`config.mk`:
```
export PLATFORM = sky130hd
export DESIGN_NAME = video_ram_bank_mapper_top
export DESIGN_NICKNAME = d
export VERILOG_FILES = /design/src/hw/rtl/vrbm_pkg.sv /design/src/hw/rtl/video_ram_bank_mapper_top.sv /design/src/hw/rtl/vrbm_bank_match.sv
export VERILOG_INCLUDE_DIRS = /design/src /design/src/hw/rtl
export SDC_FILE = /design/constraint.sdc
export NUM_CORES = 1
export LEC_CHECK = 0
export ABC_CLOCK_PERIOD_IN_PS = 5520
export BUFFER_PORTS_ARGS = -buffer_cell sky130_fd_sc_hd__clkbuf_2
export CAP_MARGIN = 40
export CORE_ASPECT_RATIO = 0.9
export CORE_MARGIN = 2
export CORE_UTILIZATION = 25
export DETAILED_ROUTE_END_ITERATION = 10
export GPL_TIMING_DRIVEN = 0
export PLACE_DENSITY = 0.42
export SYNTH_ARGS = -nofsm -noshare
export SYNTH_HDL_FRONTEND = slang
export SYNTH_SLANG_ARGS = --single-unit
```
`constraint.sdc`:
```
create_clock -name clk -period 5.52 [get_ports clk]
set_clock_uncertainty 0.05 [all_clocks]
set_input_delay 0.276 -clock clk [delete_from_list [all_inputs] [get_ports clk]]
set_output_delay 0.276 -clock clk [all_outputs]
set_load 0.005 [all_outputs]
```
`src/hw/rtl/video_ram_bank_mapper_top_assert.svh`:
```
// assertion macros for the video ram bank mapper
`ifndef VIDEO_RAM_BANK_MAPPER_TOP_ASSERT_SVH
`define VIDEO_RAM_BANK_MAPPER_TOP_ASSERT_SVH

`ifndef NO_ASSERTIONS
`define VRBM_ASSERT(label, prop, msg) \
    label: assert property (@(posedge clk) disable iff (!rst_n) (prop)) else $error(msg);
`define VRBM_ASSERT_IMPL(label, pre, post, msg) \
    label: assert property (@(posedge clk) disable iff (!rst_n) (pre) |-> (post)) \
        else $error(msg);
`else
`define VRBM_ASSERT(label, prop, msg)
`define VRBM_ASSERT_IMPL(label, pre, post, msg)
`endif

`endif

```
`src/hw/rtl/vrbm_pkg.sv`:
```
`timescale 1ns / 1ps

package vrbm_pkg;

    localparam int BANK_COUNT = 9;
    localparam int BANK_IDX_W = 4;
    localparam int OP_W = 4;
    localparam int ADDR_W = 24;
    localparam int PHYS_W = 20;
    localparam int CFG_IDX_W = 2;
    localparam int CFG_DATA_W = 32;

    typedef logic [OP_W-1:0] op_t;
    typedef logic [ADDR_W-1:0] addr_t;
    typedef logic [PHYS_W-1:0] phys_t;
    typedef logic [BANK_IDX_W-1:0] bank_idx_t;
    typedef logic [CFG_IDX_W-1:0] cfg_idx_t;

    // control byte of one bank
    typedef struct packed {
        logic       enable;
        logic [1:0] spare;
        logic [1:0] offset;
        logic [2:0] mode;
    } bank_ctrl_t;

    // requesters
    localparam op_t OP_MAIN        = 4'd0;
    localparam op_t OP_SUB         = 4'd1;
    localparam op_t OP_A_BG        = 4'd2;
    localparam op_t OP_A_OBJ       = 4'd3;
    localparam op_t OP_B_BG        = 4'd4;
    localparam op_t OP_B_OBJ       = 4'd5;
    localparam op_t OP_TEX         = 4'd6;
    localparam op_t OP_TEX_PAL     = 4'd7;
    localparam op_t OP_A_BG_EXT    = 4'd8;
    localparam op_t OP_A_OBJ_EXT   = 4'd9;
    localparam op_t OP_B_BG_EXT    = 4'd10;
    localparam op_t OP_B_OBJ_EXT   = 4'd11;

    // bank modes
    localparam logic [2:0] MODE_0 = 3'd0;
    localparam logic [2:0] MODE_1 = 3'd1;
    localparam logic [2:0] MODE_2 = 3'd2;
    localparam logic [2:0] MODE_3 = 3'd3;
    localparam logic [2:0] MODE_4 = 3'd4;
    localparam logic [2:0] MODE_5 = 3'd5;

    // register indexes
    localparam cfg_idx_t CFG_CTRL_ABCD = 2'd0;
    localparam cfg_idx_t CFG_CTRL_EFG  = 2'd1;
    localparam cfg_idx_t CFG_CTRL_HI   = 2'd2;

    localparam phys_t BANK_BASE [BANK_COUNT] = '{
        20'h00000, 20'h20000, 20'h40000, 20'h60000, 20'h80000,
        20'h90000, 20'h94000, 20'h98000, 20'hA0000
    };

    localparam phys_t BANK_MASK [BANK_COUNT] = '{
        20'h1FFFF, 20'h1FFFF, 20'h1FFFF, 20'h1FFFF, 20'h0FFFF,
        20'h03FFF, 20'h03FFF, 20'h07FFF, 20'h03FFF
    };

    // aligned window test: address and start agree above the window size
    function automatic logic win_hit(input addr_t a, input addr_t start, input int unsigned lg);
        addr_t diff;
        diff = (a ^ start) >> lg;
        return diff == '0;
    endfunction

    // fold the request address into the requester's view
    function automatic addr_t wrap_address(input op_t op, input addr_t addr);
        addr_t    a;
        logic [2:0] slot;
        slot = addr[16:14];
        if (op == OP_MAIN)
        begin
            a = addr;
        end
        else if (op == OP_SUB)
        begin
            a = {6'd0, addr[17:0]};
        end
        else if (op <= OP_TEX)
        begin
            a = {5'd0, addr[18:0]};
        end
        else if (op == OP_TEX_PAL)
        begin
            if (slot >= 3'd6)
            begin
                slot = slot - 3'd6;
            end
            a = {7'd0, slot, addr[13:0]};
        end
        else if (op == OP_A_BG_EXT || op == OP_B_BG_EXT)
        begin
            a = {9'd0, addr[14:0]};
        end
        else
        begin
            a = {11'd0, addr[12:0]};
        end
        return a;
    endfunction

endpackage

```
`src/hw/rtl/video_ram_bank_mapper_top.sv`:
```
`timescale 1ns / 1ps

// Video RAM bank mapper: turns one request (requester code on s_tuser, view-relative
// byte address on s_tdata) into a byte address in the combined bank storage, the
// serving bank and a hit flag. One request is taken every cycle while m_tready does not
// stall the output; each result passes through the input register and then the result
// register, with the decode of all nine banks and the last-bank-wins selection between
// them. Bank controls are written through the cfg channel, which is always ready;
// write them only while no request is in flight.

`include "video_ram_bank_mapper_top_assert.svh"

module video_ram_bank_mapper_top (
    input  logic                        clk,
    input  logic                        rst_n,
    input  logic                        cfg_valid,
    output logic                        cfg_ready,
    input  vrbm_pkg::cfg_idx_t          cfg_index,
    input  logic [vrbm_pkg::CFG_DATA_W-1:0] cfg_data,
    input  logic                        s_tvalid,
    output logic                        s_tready,
    input  logic [23:0]                 s_tdata,  // target_address
    input  logic [3:0]                  s_tuser,  // operation
    output logic                        m_tvalid,
    input  logic                        m_tready,
    output logic [23:0]                 m_tdata,  // physical_address, bank_index
    output logic                        m_tuser   // hit
);
    import vrbm_pkg::*;

    logic [31:0] ctrl_abcd_reg;
    logic [23:0] ctrl_efg_reg;
    logic [15:0] ctrl_hi_reg;

    logic      in_valid_reg;
    logic      in_valid_next;
    op_t       op_reg;
    addr_t     addr_reg;

    logic      out_valid_reg;
    logic      out_valid_next;
    logic      hit_reg;
    phys_t     phys_reg;
    bank_idx_t bank_reg;

    logic       advance;
    logic       s_accept;
    addr_t      view_addr;
    bank_ctrl_t ctrl [BANK_COUNT];
    logic [BANK_COUNT-1:0] bank_hit;
    logic       any_hit;
    bank_idx_t  win_idx;
    phys_t      phys_next;

    // configuration
    assign cfg_ready = 1'b1;

    always_ff @(posedge clk or negedge rst_n)
    begin
        if (!rst_n)
        begin
            ctrl_abcd_reg <= '0;
            ctrl_efg_reg  <= '0;
            ctrl_hi_reg   <= '0;
        end
        else if (cfg_valid && cfg_ready)
        begin
            unique case (cfg_index)
                CFG_CTRL_ABCD: ctrl_abcd_reg <= cfg_data;
                CFG_CTRL_EFG:  ctrl_efg_reg  <= cfg_data[23:0];
                CFG_CTRL_HI:   ctrl_hi_reg   <= cfg_data[15:0];
                default:       ;
            endcase
        end
    end

    assign ctrl[0] = ctrl_abcd_reg[7:0];
    assign ctrl[1] = ctrl_abcd_reg[15:8];
    assign ctrl[2] = ctrl_abcd_reg[23:16];
    assign ctrl[3] = ctrl_abcd_reg[31:24];
    assign ctrl[4] = ctrl_efg_reg[7:0];
    assign ctrl[5] = ctrl_efg_reg[15:8];
    assign ctrl[6] = ctrl_efg_reg[23:16];
    assign ctrl[7] = ctrl_hi_reg[7:0];
    assign ctrl[8] = ctrl_hi_reg[15:8];

    // request flow
    assign advance  = !out_valid_reg || m_tready;
    assign s_tready = !in_valid_reg || advance;
    assign s_accept = s_tvalid && s_tready;

    always_comb
    begin
        in_valid_next = in_valid_reg;
        if (s_accept)
        begin
            in_valid_next = 1'b1;
        end
        else if (advance)
        begin
            in_valid_next = 1'b0;
        end
        out_valid_next = advance ? in_valid_reg : out_valid_reg;
    end

    always_ff @(posedge clk or negedge rst_n)
    begin
        if (!rst_n)
        begin
            in_valid_reg  <= 1'b0;
            out_valid_reg <= 1'b0;
        end
        else
        begin
            in_valid_reg  <= in_valid_next;
            out_valid_reg <= out_valid_next;
        end
    end

    always_ff @(posedge clk)
    begin
        if (s_accept)
        begin
            op_reg   <= s_tuser;
            addr_reg <= s_tdata;
        end
        if (advance)
        begin
            hit_reg  <= any_hit;
            phys_reg <= phys_next;
            bank_reg <= win_idx;
        end
    end

    // bank decode
    assign view_addr = wrap_address(op_reg, addr_reg);

    for (genvar b = 0; b < BANK_COUNT; b++)
    begin : g_bank
        vrbm_bank_match #(
            .BANK (b)
        ) u_match (
            .ctrl      (ctrl[b]),
            .operation (op_reg),
            .address   (view_addr),
            .hit       (bank_hit[b])
        );
    end

    // later banks override earlier ones
    always_comb
    begin
        any_hit = 1'b0;
        win_idx = '0;
        for (int b = 0; b < BANK_COUNT; b++)
        begin
            if (bank_hit[b])
            begin
                any_hit = 1'b1;
                win_idx = BANK_IDX_W'(b);
            end
        end
        phys_next = '0;
        if (any_hit)
        begin
            phys_next = BANK_BASE[win_idx] | (view_addr[PHYS_W-1:0] & BANK_MASK[win_idx]);
        end
    end

    assign m_tvalid = out_valid_reg;
    assign m_tuser  = hit_reg;
    assign m_tdata  = {bank_reg, phys_reg};

    `VRBM_ASSERT_IMPL(a_miss_zero, out_valid_reg && !hit_reg, phys_reg == '0 && bank_reg == '0, "miss with nonzero address or bank")
    `VRBM_ASSERT_IMPL(a_bank_range, out_valid_reg, bank_reg < BANK_IDX_W'(BANK_COUNT), "bank index out of range")
    `VRBM_ASSERT_IMPL(a_no_overwrite, in_valid_reg && out_valid_reg && !m_tready, !s_tready, "input register overwritten while stalled")
    `VRBM_ASSERT(a_moves_on, (in_valid_reg && advance) |=> out_valid_reg, "request lost between input and result register")

endmodule

```
`src/hw/rtl/vrbm_bank_match.sv`:
```
`timescale 1ns / 1ps

module vrbm_bank_match #(
    parameter int BANK = 0
) (
    input  vrbm_pkg::bank_ctrl_t ctrl,
    input  vrbm_pkg::op_t        operation,
    input  vrbm_pkg::addr_t      address,
    output logic                 hit
);
    import vrbm_pkg::*;

    localparam addr_t FIXED_AD = 24'h800000 + 24'((BANK < 4) ? BANK : 0) * 24'h20000;
    localparam addr_t FIXED_FG = 24'h890000 + 24'((BANK >= 5) ? BANK - 5 : 0) * 24'h4000;

    addr_t slot_full;
    addr_t slot_half;
    addr_t seg_lo;
    addr_t seg_hi;
    addr_t seg_ext;
    logic  match;

    assign slot_full = {5'd0, ctrl.offset, 17'd0};
    assign slot_half = {6'd0, ctrl.offset[0], 17'd0};
    assign seg_lo    = {7'd0, ctrl.offset[1], 1'b0, ctrl.offset[0], 14'd0};
    assign seg_hi    = {7'd0, 1'b1, 1'b0, ctrl.offset[0], 14'd0};
    assign seg_ext   = {9'd0, ctrl.offset[0], 14'd0};

    always_comb
    begin
        match = 1'b0;
        if (BANK < 4)
        begin
            unique case (ctrl.mode)
                MODE_0: match = operation == OP_MAIN && win_hit(address, FIXED_AD, 17);
                MODE_1: match = (operation == OP_MAIN || operation == OP_A_BG)
                                && win_hit(address, slot_full, 17);
                MODE_2:
                begin
                    if (BANK < 2)
                    begin
                        if (operation == OP_MAIN)
                        begin
                            match = win_hit(address, 24'h400000 | slot_half, 17);
                        end
                        else if (operation == OP_A_OBJ)
                        begin
                            match = win_hit(address, slot_half, 17);
                        end
                    end
                    else
                    begin
                        match = operation == OP_SUB && win_hit(address, slot_half, 17);
                    end
                end
                MODE_3: match = operation == OP_TEX && win_hit(address, slot_full, 17);
                MODE_4:
                begin
                    if (BANK == 2)
                    begin
                        if (operation == OP_MAIN)
                        begin
                            match = win_hit(address, 24'h200000, 17);
                        end
                        else
                        begin
                            match = operation == OP_B_BG && win_hit(address, 24'h0, 17);
                        end
                    end
                    else if (BANK == 3)
                    begin
                        if (operation == OP_MAIN)
                        begin
                            match = win_hit(address, 24'h600000, 17);
                        end
                        else
                        begin
                            match = operation == OP_B_OBJ && win_hit(address, 24'h0, 17);
                        end
                    end
                end
                default: match = 1'b0;
            endcase
        end
        else if (BANK == 4)
        begin
            unique case (ctrl.mode)
                MODE_0: match = operation == OP_MAIN && win_hit(address, 24'h880000, 16);
                MODE_1: match = (operation == OP_MAIN || operation == OP_A_BG)
                                && win_hit(address, 24'h0, 16);
                MODE_2:
                begin
                    if (operation == OP_MAIN)
                    begin
                        match = win_hit(address, 24'h400000, 16);
                    end
                    else
                    begin
                        match = operation == OP_A_OBJ && win_hit(address, 24'h0, 16);
                    end
                end
                MODE_3: match = operation == OP_TEX_PAL && win_hit(address, 24'h0, 16);
                MODE_4: match = operation == OP_A_BG_EXT && win_hit(address, 24'h0, 15);
                default: match = 1'b0;
            endcase
        end
        else if (BANK < 7)
        begin
            unique case (ctrl.mode)
                MODE_0: match = operation == OP_MAIN && win_hit(address, FIXED_FG, 14);
                MODE_1: match = (operation == OP_MAIN || operation == OP_A_BG)
                                && (win_hit(address, seg_lo, 14) || win_hit(address, seg_hi, 14));
                MODE_2:
                begin
                    if (operation == OP_MAIN)
                    begin
                        match = win_hit(address, 24'h400000 | seg_lo, 14)
                                || win_hit(address, 24'h400000 | seg_hi, 14);
                    end
                    else if (operation == OP_A_OBJ)
                    begin
                        match = win_hit(address, seg_lo, 14) || win_hit(address, seg_hi, 14);
                    end
                end
                // palette slot: offset bit 0 picks 16KB, bit 1 picks 64KB
                MODE_3: match = operation == OP_TEX_PAL && win_hit(address, seg_lo, 14);
                MODE_4: match = operation == OP_A_BG_EXT && win_hit(address, seg_ext, 14);
                MODE_5: match = operation == OP_A_OBJ_EXT;
                default: match = 1'b0;
            endcase
        end
        else if (BANK == 7)
        begin
            unique case (ctrl.mode)
                MODE_0: match = operation == OP_MAIN && win_hit(address, 24'h898000, 15);
                MODE_1:
                begin
                    if (operation == OP_MAIN)
                    begin
                        match = win_hit(address, 24'h200000, 15)
                                || win_hit(address, 24'h210000, 15);
                    end
                    else if (operation == OP_B_BG)
                    begin
                        match = win_hit(address, 24'h0, 15) || win_hit(address, 24'h10000, 15);
                    end
                end
                MODE_2: match = operation == OP_B_BG_EXT && win_hit(address, 24'h0, 15);
                default: match = 1'b0;
            endcase
        end
        else
        begin
            unique case (ctrl.mode)
                MODE_0: match = operation == OP_MAIN && win_hit(address, 24'h8A0000, 14);
                MODE_1:
                begin
                    if (operation == OP_MAIN)
                    begin
                        match = win_hit(address, 24'h208000, 14)
                                || win_hit(address, 24'h218000, 14);
                    end
                    else if (operation == OP_B_BG)
                    begin
                        match = win_hit(address, 24'h8000, 14)
                                || win_hit(address, 24'h18000, 14);
                    end
                end
                MODE_2:
                begin
                    if (operation == OP_MAIN)
                    begin
                        match = win_hit(address, 24'h600000, 17);
                    end
                    else
                    begin
                        match = operation == OP_B_OBJ && win_hit(address, 24'h0, 17);
                    end
                end
                MODE_3: match = operation == OP_B_OBJ_EXT;
                default: match = 1'b0;
            endcase
        end
    end

    assign hit = ctrl.enable && match;

endmodule

```
==> results of run 1 <==
-- cells in the mapped netlist (4+ instances only) --
cell type  count  area, µm²
edfxtp_1      53       1590
dfrtp_1       50       1250
mux2_2        43        484
nand2_1       27        101
nor2_1        23       86.3
and2_1        17        106
inv_1         14       52.6
o21ai_0       14       70.1
nor3_1        13       65.1
nand2b_1      12       75.1
a21oi_1       11       55.1
nand3_1       10       50.1
buf_2          9       45.0
clkbuf_1       9       33.8
nor4b_1        9       78.8
nand4_1        8       50.1
nor4_1         6       37.5
or4_1          6       45.0
a211oi_1       5       37.5
o2111ai_1      5       43.8
or3_1          5       31.3
xnor2_1        5       43.8
buf_4          4       30.0
buf_6          4       45.0
nor2b_1        4       25.0
o21a_1         4       30.0
xor2_1         4       35.0
-- cell families (layout without fill, tap and decap cells) --
family / Yosys count / after routing / synth area share [%]
AO/OA/AOI/OAI: 87 / 87 / 12.4
XOR/XNOR: 9 / 9 / 1.49
adder cells (fa/ha/maj): 3 / 3 / 0.711
buffers and inverters: 41 / 148 / 3.98
flip-flops: 103 / 103 / 53.8
multiplexers: 44 / 44 / 9.36
other: 1 / 1 / 0.0710
AND/OR/NAND/NOR: 163 / 163 / 18.1
-- per-layer routing --
metal	share of wire [%]	vias to the layer above
met1	47	1997
met5	0	-
li1	-	1919
met4	1.3	0
met2	46	117
met3	5.3	17
-- worst min-delay path by stage --
stage            startpoint           endpoint  slack, ns  cells after the start
4_1_cts         s_tdata[12]       addr_reg[12]       0.02                      1
2_1_floorplan         rst_n   ctrl_abcd_reg[0]      -0.07                      0
5_1_grt          s_tdata[2]        addr_reg[2]       0.01                      1
3_3_place_gp   in_valid_reg           m_tvalid       0.40                      1
6_report        s_tdata[12]       addr_reg[12]       0.04                      1
3_5_place_dp          rst_n  ctrl_abcd_reg[17]       0.24                      1
-- where the power goes --
group	internal, mW	switching, mW
Sequential	0.928	0.0971
Clock	0.316	0.309
Combinational	0.182	0.193
-- worst max-delay path: stages, from the launching register on --
cell and delay [ns]:
edfxtp_1 0.42, buf_4 0.21, buf_2 0.26, nor4bb_1 0.72, o2111ai_1 0.31, nor4b_1 0.65, o32ai_1 0.21, a21boi_0 0.29
nor2b_1 0.11, o21ai_0 0.24, ha_1 0.17, mux2i_1 0.06, a32o_1 0.29
-- metrics by stage --
| stage | power (mW) | hold WS (ns) | worst slack, ns | utilization [%] |
|---|---|---|---|---|
| after global routing | 2.15 | 0.0124 | 0.963 | 30.9 |
| after detailed placement | 1.42 | 0.238 | 1.44 | 29.5 |
| after global placement | 1.41 | 0.397 | 1.41 | 29.2 |
| after CTS | 2.05 | 0.0238 | 1.41 | 30.9 |
| after floorplan | 1.25 | -0.0696 | 2.40 | - |
| final | 2.03 | 0.0392 | 1.28 | 30.9 |
-- layout by cell type, fill, tap and decap left out, drive strengths merged, types with 5 or more instances in the layout --
cell,instances
a211oi,5
a21oi,14
and2,18
buf,22
clkbuf,103
dfrtp,50
edfxtp,53
inv,19
mux2,43
nand2,27
nand2b,12
nand3,11
nand4,8
nor2,23
nor3,13
nor4,8
nor4b,10
o2111ai,5
o21ai,15
or3,5
or4,6
xnor2,5
-- final cells by class --
class	instances	share of cell area [%]
inverter	15	0.877
multi-input combinational	307	34.7
buffer	26	2.40
tap	286	5.57
sequential	103	44.3
clock buffer	9	3.51
timing repair buffer	91	7.72
clock inverter	7	0.974
==> flow_summary.json, run 1 <==
{
  "die_x_um": 157,
  "multi_input_area_um2": 2230,
  "grt_usage_pct": 14.8,
  "placed_area_um2": 6120,
  "ios": 95,
  "cts_buffers": 9,
  "max_slew_margin_pct": 42.3,
  "drtIter0Drc": 359,
  "post_drt_wl_per_cell_um": 18.9,
  "hold_viol": 0,
  "finalCritPeriodShare_pct": 76.7,
  "setup_viol": 0,
  "start_util_pct": 25.4,
  "core-area_um2": 20800,
  "grt_most_used_layer": "met2",
  "power_density_nw_per_um2": 315,
  "synth-seq-area-share_pct": 53.8,
  "use_met1_pct": 20.2,
  "syn_area_um2": 5280,
  "grt_pass1_wl_um": 24500,
  "netlist_instances": 451,
  "fillers": 2185,
  "ys_seq_elements": 103,
  "rsz0062_at_grt": "no",
  "final_area_um2": 6420,
  "final_nets": 623,
  "dp_cells": 827,
  "post_cts_resized": 0,
  "dr.pass1.iters": 5,
  "r2r_end": "phys_reg[14]",
  "clk_pin_slew_worst_paths_ns": 0.07,
  "routed_wl_um": 16000,
  "post-dp-hpwl_um": 12400,
  "drc": 0,
  "crit_arrival_ns": 4.30,
  "maxCapViolCount": 0,
  "seqCellArea_um2": 2840,
  "rrSetupSlack_ns": 1.28,
  "setup_tns_ns": 0,
  "worst_pin_slew_ns": 0.859,
  "cp.required_ns": 5.58,
  "rr_startpoint": "op_reg[2]",
  "min_period_ns": 4.24,
  "grt_max_degree": 33,
  "fmax_ghz": 0.236,
  "dr_total_vias": 4050,
  "setup.worst_path.class": "reg2reg",
  "numPortBuffers": 85,
  "gr-usage-met2_pct": 23.3,
  "hold_class": "in2reg",
  "grt_util_met3_pct": 4.09,
  "status": "completed",
  "grt_pass1_vias": 4108,
  "area_growth_pct": 21.6,
  "cp-endpoint": "phys_reg[14]",
  "ir_drop_v": 0.000132,
  "antenna_found_initial": 0,
  "instances_no_fill": 844,
  "async_flop_share_pct": 48.5,
  "critPathLaunchType": "register",
  "clock-sinks": 103,
  "ys.warnings.count": 0,
  "clock_latency_ns": 0.36,
  "ys_types": 74,
  "die_height_um": 142,
  "drt-vias-per-instance": 4.80,
  "cp-startpoint": "op_reg[2]",
  "place_congestion": 0.910,
  "cp-end-kind": "register",
  "die_area_um2": 22300,
  "post_cts_buffers": 0,
  "hold_buffers": 1,
  "leakage_nw": 2.55,
  "clk_path_buf_depth": 2,
  "cts_tree": "built",
  "antenna_left": 0,
  "cts_root_buf": "clkbuf_16",
  "synth_edf_count": 53,
  "final-max-slew-violation-count": 0,
  "r2r_cells": 12,
  "drive_above_1_share_pct": 32.1,
  "n_antenna_cell": 0,
  "grt_overflow": 0,
  "num_rows": 50,
  "syn_avg_cell_area_um2": 11.7,
  "cp_max_fo": 10,
  "synthFlopType": "edfxtp_1",
  "syn_nets": 521,
  "cts_max_level": 3
}
(Power assumes the default switching activity.)
==> run 2, diff against run 1 <==
--- a/config.mk
+++ b/config.mk
@@ -6,7 +6,8 @@
 export SDC_FILE = /design/constraint.sdc
 export NUM_CORES = 1
 export LEC_CHECK = 0
-export ABC_CLOCK_PERIOD_IN_PS = 5520
+export ABC_AREA = 1
+export ABC_CLOCK_PERIOD_IN_PS = 4000
 export BUFFER_PORTS_ARGS = -buffer_cell sky130_fd_sc_hd__clkbuf_2
 export CAP_MARGIN = 40
 export CORE_ASPECT_RATIO = 0.9
==> constraint.sdc (replaced) <==
create_clock -name clk -period 4 [get_ports clk]
set_clock_uncertainty 0.05 [all_clocks]
set_input_delay 0.2 -clock clk [delete_from_list [all_inputs] [get_ports clk]]
set_output_delay 0.2 -clock clk [all_outputs]
set_load 0.005 [all_outputs]
==> flow_summary.json, run 2 <==
{
  "grt_overflow": 0,
  "cts_max_level": 3,
  "setup.worst_path.class": "reg2reg",
  "rr_startpoint": "op_reg[3]",
  "ys_types": 43,
  "num_rows": 50,
  "synth_top_area_cell": "edfxtp_1",
  "yosysTopAreaCellShare_pct": 29.6,
  "dr.pass1.iters": 6,
  "synth_area_leaders": "edfxtp_1, dfrtp_1, nand2_1",
  "final_common_cell": "nand2_1",
  "ios": 95,
  "cts_tree": "built",
  "hold_class": "in2reg",
  "cp-startpoint": "op_reg[3]",
  "netlist_instances": 621,
  "leakage_nw": 3.34,
  "maxCapViolCount": 0,
  "ir_drop_v": 0.000171,
  "hold_viol": 0,
  "cts_root_buf": "clkbuf_16",
  "power_density_nw_per_um2": 402,
  "cp.required_ns": 4.06,
  "grt_pass1_vias": 4525,
  "cp_max_fo": 6,
  "rsz0062_at_grt": "no",
  "drc": 0,
  "antenna_left": 0,
  "status": "completed",
  "clock_latency_ns": 0.35,
  "hold_buffers": 29,
  "post_drt_wl_per_cell_um": 14.9,
  "final-max-slew-violation-count": 0,
  "syn_avg_cell_area_um2": 8.65,
  "drive_above_1_share_pct": 23.6,
  "drt-vias-per-instance": 4.36,
  "place_congestion": 0.872,
  "numPortBuffers": 85,
  "core-area_um2": 21000,
  "grt_max_degree": 21,
  "antenna_found_initial": 0,
  "max_slew_margin_pct": 53.2,
  "finalCritPeriodShare_pct": 82.2,
  "fmax_ghz": 0.304,
  "syn_nets": 691,
  "ys_seq_elements": 103,
  "clk_path_buf_depth": 2,
  "min_period_ns": 3.29,
  "yosysMostFrequentCell": "nand2_1",
  "final_nets": 820,
  "final_cell_mix": "nand2_1, clkbuf_2, inv_1",
  "post_cts_resized": 0,
  "post_cts_buffers": 0,
  "grt_pass1_wl_um": 24500,
  "synth-seq-area-share_pct": 52.9,
  "ys_top_cells_by_count": "nand2_1, inv_1, o21ai_0, edfxtp_1, dfrtp_1",
  "clk_pin_slew_worst_paths_ns": 0.08,
  "post-dp-hpwl_um": 12300,
  "syn_area_um2": 5370,
  "postLayoutCoreUtil_pct": 32.7,
  "die_x_um": 158,
  "setup_viol": 0,
  "area_growth_pct": 27.6,
  "clock-sinks": 103,
  "synth_edf_count": 53,
  "ys.warnings.count": 0,
  "die_area_um2": 22700,
  "drtIter0Drc": 306,
  "routed_wl_um": 15500,
  "hp-start": "s_tvalid",
  "n_antenna_cell": 0,
  "start_util_pct": 25.6,
  "synthFlopType": "edfxtp_1",
  "grt_usage_pct": 14.4,
  "cp-end-kind": "register",
  "critPathLaunchType": "register",
  "worst_pin_slew_ns": 0.701,
  "cts_buffers": 9,
  "crit_arrival_ns": 3.35,
  "dr_total_vias": 4534,
  "setup_tns_ns": 0,
  "async_flop_share_pct": 48.5,
  "die_height_um": 143
}
run 2: kinds of logic after synthesis:
kind of cell | Yosys count | synth area share [%]
compound gates | 83 | 8.48
mux | 3 | 0.629
flops | 103 | 52.9
other cells | 1 | 0.0698
simple gates | 314 | 28.5
buf+inv | 113 | 8.53
fa+ha+maj | 3 | 0.699
xor+xnor | 1 | 0.163
run 2: power breakdown:
| group | switching, mW | total, mW | internal [mW] |
|---|---|---|---|
| logic | 0.297 | 0.501 | 0.204 |
| clock network | 0.430 | 0.872 | 0.442 |
| registers | 0.117 | 1.38 | 1.26 |
run 2: worst paths after layout:
check                                   endpoint  depth (start not counted)  slack [ns]
worst min-delay path                in_valid_reg                          3        0.02
max in group asynchronous         ctrl_hi_reg[0]                          4        2.98
worst min register to register          m_tvalid                          2        0.43
worst max-delay path                phys_reg[15]                         18        0.71
worst max register to register      phys_reg[15]                         18        0.71
min in group asynchronous       ctrl_efg_reg[19]                          2        0.29
run 2: critical path, stage by stage (launching register included):
cell and delay, ns:
edfxtp_1 0.53, nor2_4 0.24, nand2_1 0.20, nand3_2 0.19, nand2_1 0.14, nor2_4 0.13
nand2_2 0.07, o21ai_2 0.23, nand2_1 0.08, nand2_1 0.09, nand2_1 0.06, nand2_2 0.10
nand3_1 0.10, a21oi_2 0.25, inv_1 0.07, ha_1 0.20, o21bai_1 0.17, nand2_1 0.08
a21oi_1 0.06
run 2: cell type report:
type,instances,area [µm²]
buffer,13,80.1
clock buffer,9,225
clock inverter,7,72.6
fill,2234,14100
inverter,100,378
multi-input combinational,405,2070
sequential,103,2840
tap,286,358
timing repair buffer,118,826
run 2: metal layers:
layer / track usage [%] / wire [µm]
met1: 20.5 / 7440
met2: 22.6 / 7080
met3: 2.52 / 794
met4: 4.31 / 178
met5: 0 / 0
run 2: through the flow:
step           setup slack (ns)  instances  power [mW]  cell area [µm²]  hold slack (ns)
2_1_floorplan              1.34        621        1.66             5370           -0.146
3_3_place_gp              0.747        992        1.85             6150            0.329
3_5_place_dp              0.745        996        1.88             6260            0.140
4_1_cts                   0.724       1041        2.80             6850          0.00789
5_1_grt                   0.437       1041        2.93             6850           0.0197
6_report                  0.713       1041        2.76             6850           0.0162
==> run 3, diff against run 2 <==
--- a/config.mk
+++ b/config.mk
@@ -7,7 +7,7 @@
 export NUM_CORES = 1
 export LEC_CHECK = 0
 export ABC_AREA = 1
-export ABC_CLOCK_PERIOD_IN_PS = 4000
+export ABC_CLOCK_PERIOD_IN_PS = 2800
 export BUFFER_PORTS_ARGS = -buffer_cell sky130_fd_sc_hd__clkbuf_2
 export CAP_MARGIN = 40
 export CORE_ASPECT_RATIO = 0.9
@@ -15,7 +15,7 @@
 export CORE_UTILIZATION = 25
 export DETAILED_ROUTE_END_ITERATION = 10
 export GPL_TIMING_DRIVEN = 0
-export PLACE_DENSITY = 0.42
+export PLACE_DENSITY = 0.43
 export SYNTH_ARGS = -nofsm -noshare
 export SYNTH_HDL_FRONTEND = slang
 export SYNTH_SLANG_ARGS = --single-unit
==> constraint.sdc (replaced) <==
create_clock -name clk -period 2.8 [get_ports clk]
set_clock_uncertainty 0.05 [all_clocks]
set_input_delay 0.14 -clock clk [delete_from_list [all_inputs] [get_ports clk]]
set_output_delay 0.14 -clock clk [all_outputs]
set_load 0.005 [all_outputs]
==> flow_summary.json, run 3 (same netlist as run 2, synthesis figures left out) <==
{
  "total_power_mw": 4.23,
  "die_x_um": 158,
  "maxCapViolCount": 0,
  "dp_cells": 995,
  "rrSetupSlack_ns": -0.14,
  "clk_path_buf_depth": 2,
  "violations": "setup timing",
  "grt_max_degree": 30,
  "crit_arrival_ns": 3.00,
  "clock_latency_ns": 0.36,
  "slowest_stage": "edfxtp_1",
  "start_util_pct": 25.6,
  "final-max-slew-violation-count": 0,
  "die_area_um2": 22700,
  "max_slew_margin_pct": 55.5,
  "numPortBuffers": 85,
  "slowest_delay_ns": 0.55,
  "dr_total_vias": 4840,
  "fin_ws_ns": -0.137,
  "place_congestion": 0.907,
  "status": "finished, violations left",
  "cp.required_ns": 2.86,
  "clock-sinks": 103,
  "power_density_nw_per_um2": 560,
  "grt_usage_pct": 14.8,
  "cts_max_level": 3,
  "rsz0062_at_grt": "yes",
  "setup.worst_path.class": "reg2reg",
  "final_nets": 870,
  "hold_viol": 0,
  "min_period_ns": 2.94,
  "leakage_nw": 3.64,
  "grt_overflow": 0,
  "postLayoutCoreUtil_pct": 36.0,
  "fmax_ghz": 0.340,
  "worst_pin_slew_ns": 0.667,
  "die_height_um": 143,
  "final_cell_mix": "nand2_1, clkbuf_2, inv_1",
  "antenna_left": 0,
  "path_common_cell": "nand2_1",
  "hold_class": "in2reg",
  "cp_max_fo": 5,
  "dr.pass1.iters": 5,
  "post-dp-hpwl_um": 12200,
  "dp_slack_ns": -0.493,
  "critPathLaunchType": "register",
  "drtIter0Drc": 371,
  "grt_pass1_vias": 4734,
  "instances_no_fill": 1091,
  "core-area_um2": 21000,
  "ios": 95,
  "finalCritPeriodShare_pct": 105,
  "drc": 0,
  "final_area_um2": 7550,
  "cts_root_buf": "clkbuf_16",
  "cp_cell_sequence": "buf_4 -> buf_4 -> inv_1 -> nand2_1 -> nor2_2 -> nand2_1 -> o21ai_0 -> nand3b_1 -> nand2_1 -> nand3_1 -> nand2_4 -> inv_1 -> a21oi_4 -> inv_2 -> ha_4 -> o21ai_2 -> nand2_1 -> a21oi_2",
  "num_rows": 50,
  "ir_drop_v": 0.000252,
  "area_growth_pct": 40.6,
  "drive_above_1_share_pct": 30.7,
  "routed_wl_um": 16200,
  "grt_pass1_wl_um": 25200,
  "post_drt_wl_per_cell_um": 14.8,
  "placed_area_um2": 6230,
  "final_common_cell": "nand2_1",
  "cts_tree": "built",
  "clk_pin_slew_worst_paths_ns": 0.07,
  "cp-end-kind": "register",
  "setup_viol": 3,
  "drt-vias-per-instance": 4.44,
  "cts_buffers": 9,
  "antenna_found_initial": 0,
  "n_antenna_cell": 0
}
run 3: cell types whose count changed in the layout (fill, tap and decap cells not counted), sizes merged:
cell / previous run / this run
dlygate4sd3: 29 / 45
inv: 103 / 100
bufinv: 0 / 2
buf: 9 / 43
clkinvlp: 1 / 2
run 3: path summary, 6_finish.rpt:
check / startpoint / endpoint / depth (start not counted)
max in group asynchronous: rst_n / m_tvalid / 3
worst min-delay path: cfg_data[11] / ctrl_efg_reg[11] / 3
worst max-delay path: op_reg[1] / phys_reg[14] / 18
worst min register to register: in_valid_reg / m_tvalid / 2
min in group asynchronous: rst_n / ctrl_efg_reg[12] / 2
worst max register to register: op_reg[1] / phys_reg[14] / 18
run 3: layout make-up:
cell class / instances / area, µm²
Buffer: 13 / 98.8
Clock buffer: 9 / 225
Clock inverter: 7 / 113
Fill cell: 2160 / 13400
Inverter: 100 / 389
Multi-Input combinational cell: 405 / 2290
Sequential cell: 103 / 2840
Tap cell: 286 / 358
Timing Repair Buffer: 168 / 1240
run 3: routing by layer:
layer | vias to the layer above | share of wire [%] | track usage, %
met3 | 31 | 4.7 | 2.58
met2 | 137 | 46 | 23.1
met1 | 2301 | 47 | 20.2
li1 | 2371 | - | -
met4 | 0 | 2.4 | 5.83
met5 | - | 0 | 0
run 3: through the flow:
stage          setup TNS (ns)  hold slack, ns
2_1_floorplan               0          -0.206
3_3_place_gp            -1.31           0.268
3_5_place_dp            -1.38           0.133
4_1_cts                -0.237          0.0109
5_1_grt                 -2.06          0.0464
6_report               -0.329         0.00730
run 3: critical path, delay by kind of cell, from the launching register on:
| family | cells | cell delay (ns) |
|---|---|---|
| AO/OA/AOI/OAI | 4 | 0.41 |
| adder cells (fa/ha/maj) | 1 | 0.26 |
| buffers and inverters | 5 | 0.55 |
| flip-flops | 1 | 0.55 |
| AND/OR/NAND/NOR | 8 | 0.87 |
run 3: repair_timing:
action / CTS / global route
gates resized for setup: 37 / 31
pin swaps: 22 / 26
endpoints found under the setup margin: 3 / 14
hold buffers: 45 / 0
setup buffers: 16 / 19
endpoints found under the hold margin: 69 / 0
run 3: power breakdown:
group          internal, mW  switching, mW  leakage, nW
Clock                 0.802          0.612        0.161
Sequential             1.81          0.170         1.15
Combinational         0.366          0.469         2.33
Total                  2.97           1.25         3.64
